<file path="config.mk">
export PLATFORM = sky130hd
export DESIGN_NAME = lpip_div_cell
export DESIGN_NICKNAME = d
export VERILOG_FILES = /design/src/rtl/lpip_pkg.sv /design/src/rtl/lpip_div_cell.sv
export SDC_FILE = /design/constraint.sdc
export NUM_CORES = 1
export LEC_CHECK = 0
export ABC_AREA = 1
export BUFFER_PORTS_ARGS = -buffer_cell sky130_fd_sc_hd__buf_2
export CORE_MARGIN = 2
export CORE_UTILIZATION = 44
export DETAILED_ROUTE_END_ITERATION = 8
export PLACE_DENSITY = 0.68
export SLEW_MARGIN = 0
export SYNTH_ARGS = -nofsm -noshare
export SYNTH_HDL_FRONTEND = slang
export SYNTH_SLANG_ARGS = --single-unit
</file>
<file path="constraint.sdc">
create_clock -name clk -period 12.2 [get_ports clk]
set_input_delay 1.22 -clock clk [delete_from_list [all_inputs] [get_ports clk]]
set_output_delay 1.22 -clock clk [all_outputs]
set_load 0.03 [all_outputs]
</file>
<file path="src/rtl/lpip_pkg.sv">
package lpip_pkg;

    // Field widths
    localparam int COORD_WIDTH = 32;
    localparam int PIXEL_WIDTH = 12;
    localparam int COEF_WIDTH  = 32;
    localparam int CFG_DATA_W  = 64;
    localparam int CFG_INDEX_W = 3;

    // Datapath widths
    localparam int PROD_W = COEF_WIDTH + COORD_WIDTH;
    localparam int SUM_W  = PROD_W + 2;
    localparam int REM_W  = SUM_W + PIXEL_WIDTH;
    localparam int SQ_W   = 2 * COORD_WIDTH + 2;
    localparam int FRAC_W = 16;

    // Squared range limit: 1.0 in Q32.32
    localparam logic [SQ_W-1:0] ONE_SQ = SQ_W'(1) << 32;

    // Register indexes
    localparam logic [CFG_INDEX_W-1:0] REG_ROW0_A  = 3'd0;
    localparam logic [CFG_INDEX_W-1:0] REG_ROW0_B  = 3'd1;
    localparam logic [CFG_INDEX_W-1:0] REG_ROW1_A  = 3'd2;
    localparam logic [CFG_INDEX_W-1:0] REG_ROW1_B  = 3'd3;
    localparam logic [CFG_INDEX_W-1:0] REG_ROW2_A  = 3'd4;
    localparam logic [CFG_INDEX_W-1:0] REG_ROW2_B  = 3'd5;
    localparam logic [CFG_INDEX_W-1:0] REG_WIDTH   = 3'd6;
    localparam logic [CFG_INDEX_W-1:0] REG_HEIGHT  = 3'd7;

    localparam logic [PIXEL_WIDTH-1:0] WIDTH_RST  = PIXEL_WIDTH'(1920);
    localparam logic [PIXEL_WIDTH-1:0] HEIGHT_RST = PIXEL_WIDTH'(1208);

    // Status codes
    localparam logic [1:0] ST_ON_IMAGE  = 2'd0;
    localparam logic [1:0] ST_BEHIND    = 2'd1;
    localparam logic [1:0] ST_TOO_CLOSE = 2'd2;
    localparam logic [1:0] ST_OFF_IMAGE = 2'd3;

    typedef struct packed {
        logic signed [COORD_WIDTH-1:0] point_x;
        logic signed [COORD_WIDTH-1:0] point_y;
        logic signed [COORD_WIDTH-1:0] point_z;
    } point_t;

    typedef struct packed {
        logic [PIXEL_WIDTH-1:0] pixel_u;
        logic [PIXEL_WIDTH-1:0] pixel_v;
        logic [1:0]             status;
    } pixel_t;

    typedef logic [2:0][3:0][COEF_WIDTH-1:0] matrix_t;

    // Word handed along the divider chain
    typedef struct packed {
        logic [1:0]             status;
        logic                   sign_u;
        logic                   sign_v;
        logic                   sign_d;
        logic [SUM_W-1:0]       dm;
        logic [REM_W-1:0]       rem_u;
        logic [REM_W-1:0]       rem_v;
        logic [PIXEL_WIDTH-1:0] q_u;
        logic [PIXEL_WIDTH-1:0] q_v;
    } div_t;

endpackage

</file>
<file path="src/rtl/lpip_div_cell.sv">
module lpip_div_cell #(
    parameter int SHIFT = 0
) (
    input  logic           clk,
    input  logic           rst_n,
    input  logic           in_valid,
    output logic           in_ready,
    input  lpip_pkg::div_t in_word,
    output logic           out_valid,
    input  logic           out_ready,
    output lpip_pkg::div_t out_word
);
    import lpip_pkg::*;

    logic           valid_reg;
    lpip_pkg::div_t word_reg, word_next;
    logic [REM_W-1:0] dsh;
    logic           take_u, take_v;

    assign in_ready = !valid_reg || out_ready;

    // Resolve one quotient bit for both columns and rows
    always_comb
    begin
        dsh       = REM_W'(in_word.dm) << SHIFT;
        take_u    = in_word.rem_u >= dsh;
        take_v    = in_word.rem_v >= dsh;
        word_next = in_word;
        word_next.rem_u = take_u ? in_word.rem_u - dsh : in_word.rem_u;
        word_next.rem_v = take_v ? in_word.rem_v - dsh : in_word.rem_v;
        word_next.q_u   = {in_word.q_u[PIXEL_WIDTH-2:0], take_u};
        word_next.q_v   = {in_word.q_v[PIXEL_WIDTH-2:0], take_v};
    end

    always_ff @(posedge clk or negedge rst_n)
    begin
        if (!rst_n)
            valid_reg <= 1'b0;
        else if (in_ready)
            valid_reg <= in_valid;
    end

    always_ff @(posedge clk)
    begin
        if (in_ready && in_valid)
            word_reg <= word_next;
    end

    assign out_valid = valid_reg;
    assign out_word  = word_reg;

endmodule

</file>
==> out/metrics.csv <==
metric,value,unit
Final WS setup,7.62,ns
largest net degree at the start of global routing,73,
final cell count without fillers,5035,
post-synth top area share,0.313,
Int Power,1840,uW
CP peak stage delay,0.89,ns
Area Overhead vs Synth,16.6,%
# rows,85,
startpoint types,input pin,
post-synthesis cell type count,37,
Port Buf Inserts,505,
Post-Syn Nets,4196,
worst r2r path cells,4,
Overall Global Routing Usage,0.365,
RSZ-0062 raised after global routing,false,
Psw,1170,uW
global placer's final weighted congestion,1.04,
Placement Setup Slack,7.05,ns
Worst EP required,12.47,ns
Slew @ Worst Pin,1.11,ns
post-CTS setup buffers,0,
Cell Count Post-Placement,4986,
Vias,25500,
initial antenna violation count,2,
proportion of layout cells with a drive suffix above 1,0.164,
die width,238,um
Worst R2R End,out_word[38],
yosys warns,0,
CTS tree,yes,
Worst IR Drop VDD,0.114,mV
Final ANT Viol Nets,0,
crit path max-delay cell type,buf_4,
CP max FO,69,
fillcell total,5836,
worst rel slew slack,0.260,
Worst EP arrival,4.85,ns
ranking of synthesized cells by area,"edfxtp_1 (31%), nand2_1 (25%), inv_1 (12%)",
Sw Ratio,0.389,
TritonCTS sink count,252,
maximum clock insertion buffer count,3,
Final Max Tran Viols,0,
clock latency on the worst-skew pair,0.59,ns
max_cap viols,0,
Synth Cell Area,24100,sq um
Worst-path clk slew,0.06,ns
final core utilization,0.520,
Root Buffer Master,clkbuf_16,
DRC errors left,0,
I/O pins,508,
Yosys top cell by area,edfxtp_1,
WL/cell,21.1,um
CP Cell Sequence,buf_2 -> ha_1 -> inv_1 -> fa_1 -> inv_1 -> nor2_1 -> nand2_1 -> nand3_2 -> nand2_1 -> nand3_1 -> nand2_1 -> nand3_2 -> nand2_1 -> nand2_1 -> nand2_4 -> buf_4 -> o21ai_2,
Multi-input gate area,13300,sq um
Flop pwr share,0.358,
Core ar.,54000,sq um
Setup Skew,0.0128,ns
vias in the first global route,23800,
"Hold Vio Cnt, Final",0,
"most common cell after layout, fill and taps aside",nand2_1,
Final min period,4.58,ns
post-CTS sizing,0,
setup_tns,0,ns
die height,238,um
status,"complete, no violations",
clock share of power,0.268,
first-pass GRT wire length,150000,um
most frequent cells in the layout,"nand2_1 (1635), inv_1 (764), buf_2 (505), nor2_1 (312), edfxtp_1 (251)",
# setup viols final,0,
pwr/cell area,107,nW/um^2
synthesis-stage register bit count,252,
Die ar.,56600,sq um
Vias/cell,5.06,
crit path kind,in -> reg,
Nets,4709,
"Avg Cell Area, Syn",6.33,sq um
1st-pass router iterations,7,
CTS H-Tree Depth,1,
Worst Setup End Kind,register,
TritonCTS buffer count,28,
Worst Hold Class,in -> async,
Lkg Pwr,0.0154,uW
Comb power frac,0.375,
post-route clock period utilization,0.375,
remaining global-route overflow,0,
reg2reg start,out_valid,
Register Area,7560,sq um
"most used cell, CP",nand2_1,
Max Freq,0.219,GHz
post-DP HPWL,92200,um
Initial Utilization,0.446,
detailed-route wire length,106000,um
Post-Syn Instances,3807,
r2r setup slk,9.06,ns
hold buffers post-CTS,0,
drt first-iter violations,2095,
"Seq/Total Area, Yosys",0.314,
==> logic make-up after synthesis <==
kind of cell               count (synthesis)  share of synthesized area
DFF                                      252                      0.314
and+or+nand+nor                         2310                      0.392
xor gates and xnor gates                  80                     0.0291
AOI/OAI and AO/OA                        229                     0.0614
adders and majority gates                134                     0.0702
buffers and inverters                    802                      0.134
==> synth_stat cells <==
cell type     n
a21oi_1     113
nand2_1    1635
and2_2        3
o21ai_0      15
nor3_2        3
ha_1        132
inv_1       764
nand4_2       2
dfrtp_1       1
xor2_1       13
nand3_1     175
o21ai_2      56
edfxtp_1    251
nor3b_1       1
nand3b_1     27
buf_2         1
and3_1        1
xnor2_1      67
or2_2         2
nor2_1      312
nor3_1       18
a21o_1        2
inv_2         7
nand2_2      39
fa_1          2
a21oi_2      24
clkinv_1      1
clkbuf_1      1
o21ai_1       8
and2_1        7
nand4_1      57
nand3_2       6
nor2_2       18
buf_6        28
o21bai_1     11
or2_1         1
nor2_4        3
==> power by group through the flow <==
stage,sequential [uW],clock [uW],combinational (uW)
after CTS,1080,819,1110
after floorplan,1250,0,569
after global routing,1080,839,1210
final,1080,806,1130
after detailed placement,1090,0,1110
after global placement,1090,0,1110
==> worst max-delay path by stage <==
stage               slack, ns             to         start  cells past startpoint
finish                   7.62  out_word[125]  in_word[180]                     17
global route             7.39   out_word[50]  in_word[180]                     18
CTS                      7.63  out_word[125]  in_word[180]                     17
detailed placement       7.05  out_word[125]  in_word[180]                     17
global placement         7.04  out_word[125]  in_word[180]                     17
floorplan                3.15    out_word[0]     out_ready                      2
==> critical path: cells and delay by family <==
| kind | cells | cell delay (ns) |
|---|---|---|
| simple gates | 10 | 1.51 |
| fa+ha+maj | 2 | 0.61 |
| buf+inv | 4 | 1.23 |
| compound gates | 1 | 0.22 |
==> stage by stage <==
stage / total power (uW) / hold slack, ns / cell area [sq um]
detailed placement: 2200 / 0.570 / 27200
finish: 3010 / 0.400 / 28100
global placement: 2200 / 0.564 / 27200
CTS: 3010 / 0.375 / 28100
floorplan: 1820 / 0.909 / 24100
global route: 3130 / 0.389 / 28100
==> state kept, by name, summed over array words and instances (netlist names) <==
| signal | cells |
|---|---|
| out_word | 251 |
| out_valid | 1 |
==> final cells by class <==
| class | count | area share |
|---|---|---|
| clock buffer | 39 | 0.0272 |
| sequential | 252 | 0.269 |
| timing repair buffer | 513 | 0.0921 |
| tap | 696 | 0.0310 |
| multi-input combinational | 2753 | 0.475 |
| inverter | 772 | 0.103 |
| antenna | 1 | 0.0000891 |
| clock inverter | 9 | 0.00241 |
==> per-layer routing <==
layer / global-route usage / routed length (um) / up-vias
met1: 0.463 / 43700 / 11600
met3: 0.0448 / 7200 / 178
met5: 0 / 0 / -
met2: 0.627 / 50100 / 1018
li1: - / - / 12700
met4: 0.153 / 5260 / 0
Note: power is estimated with default switching activity, not from simulation.
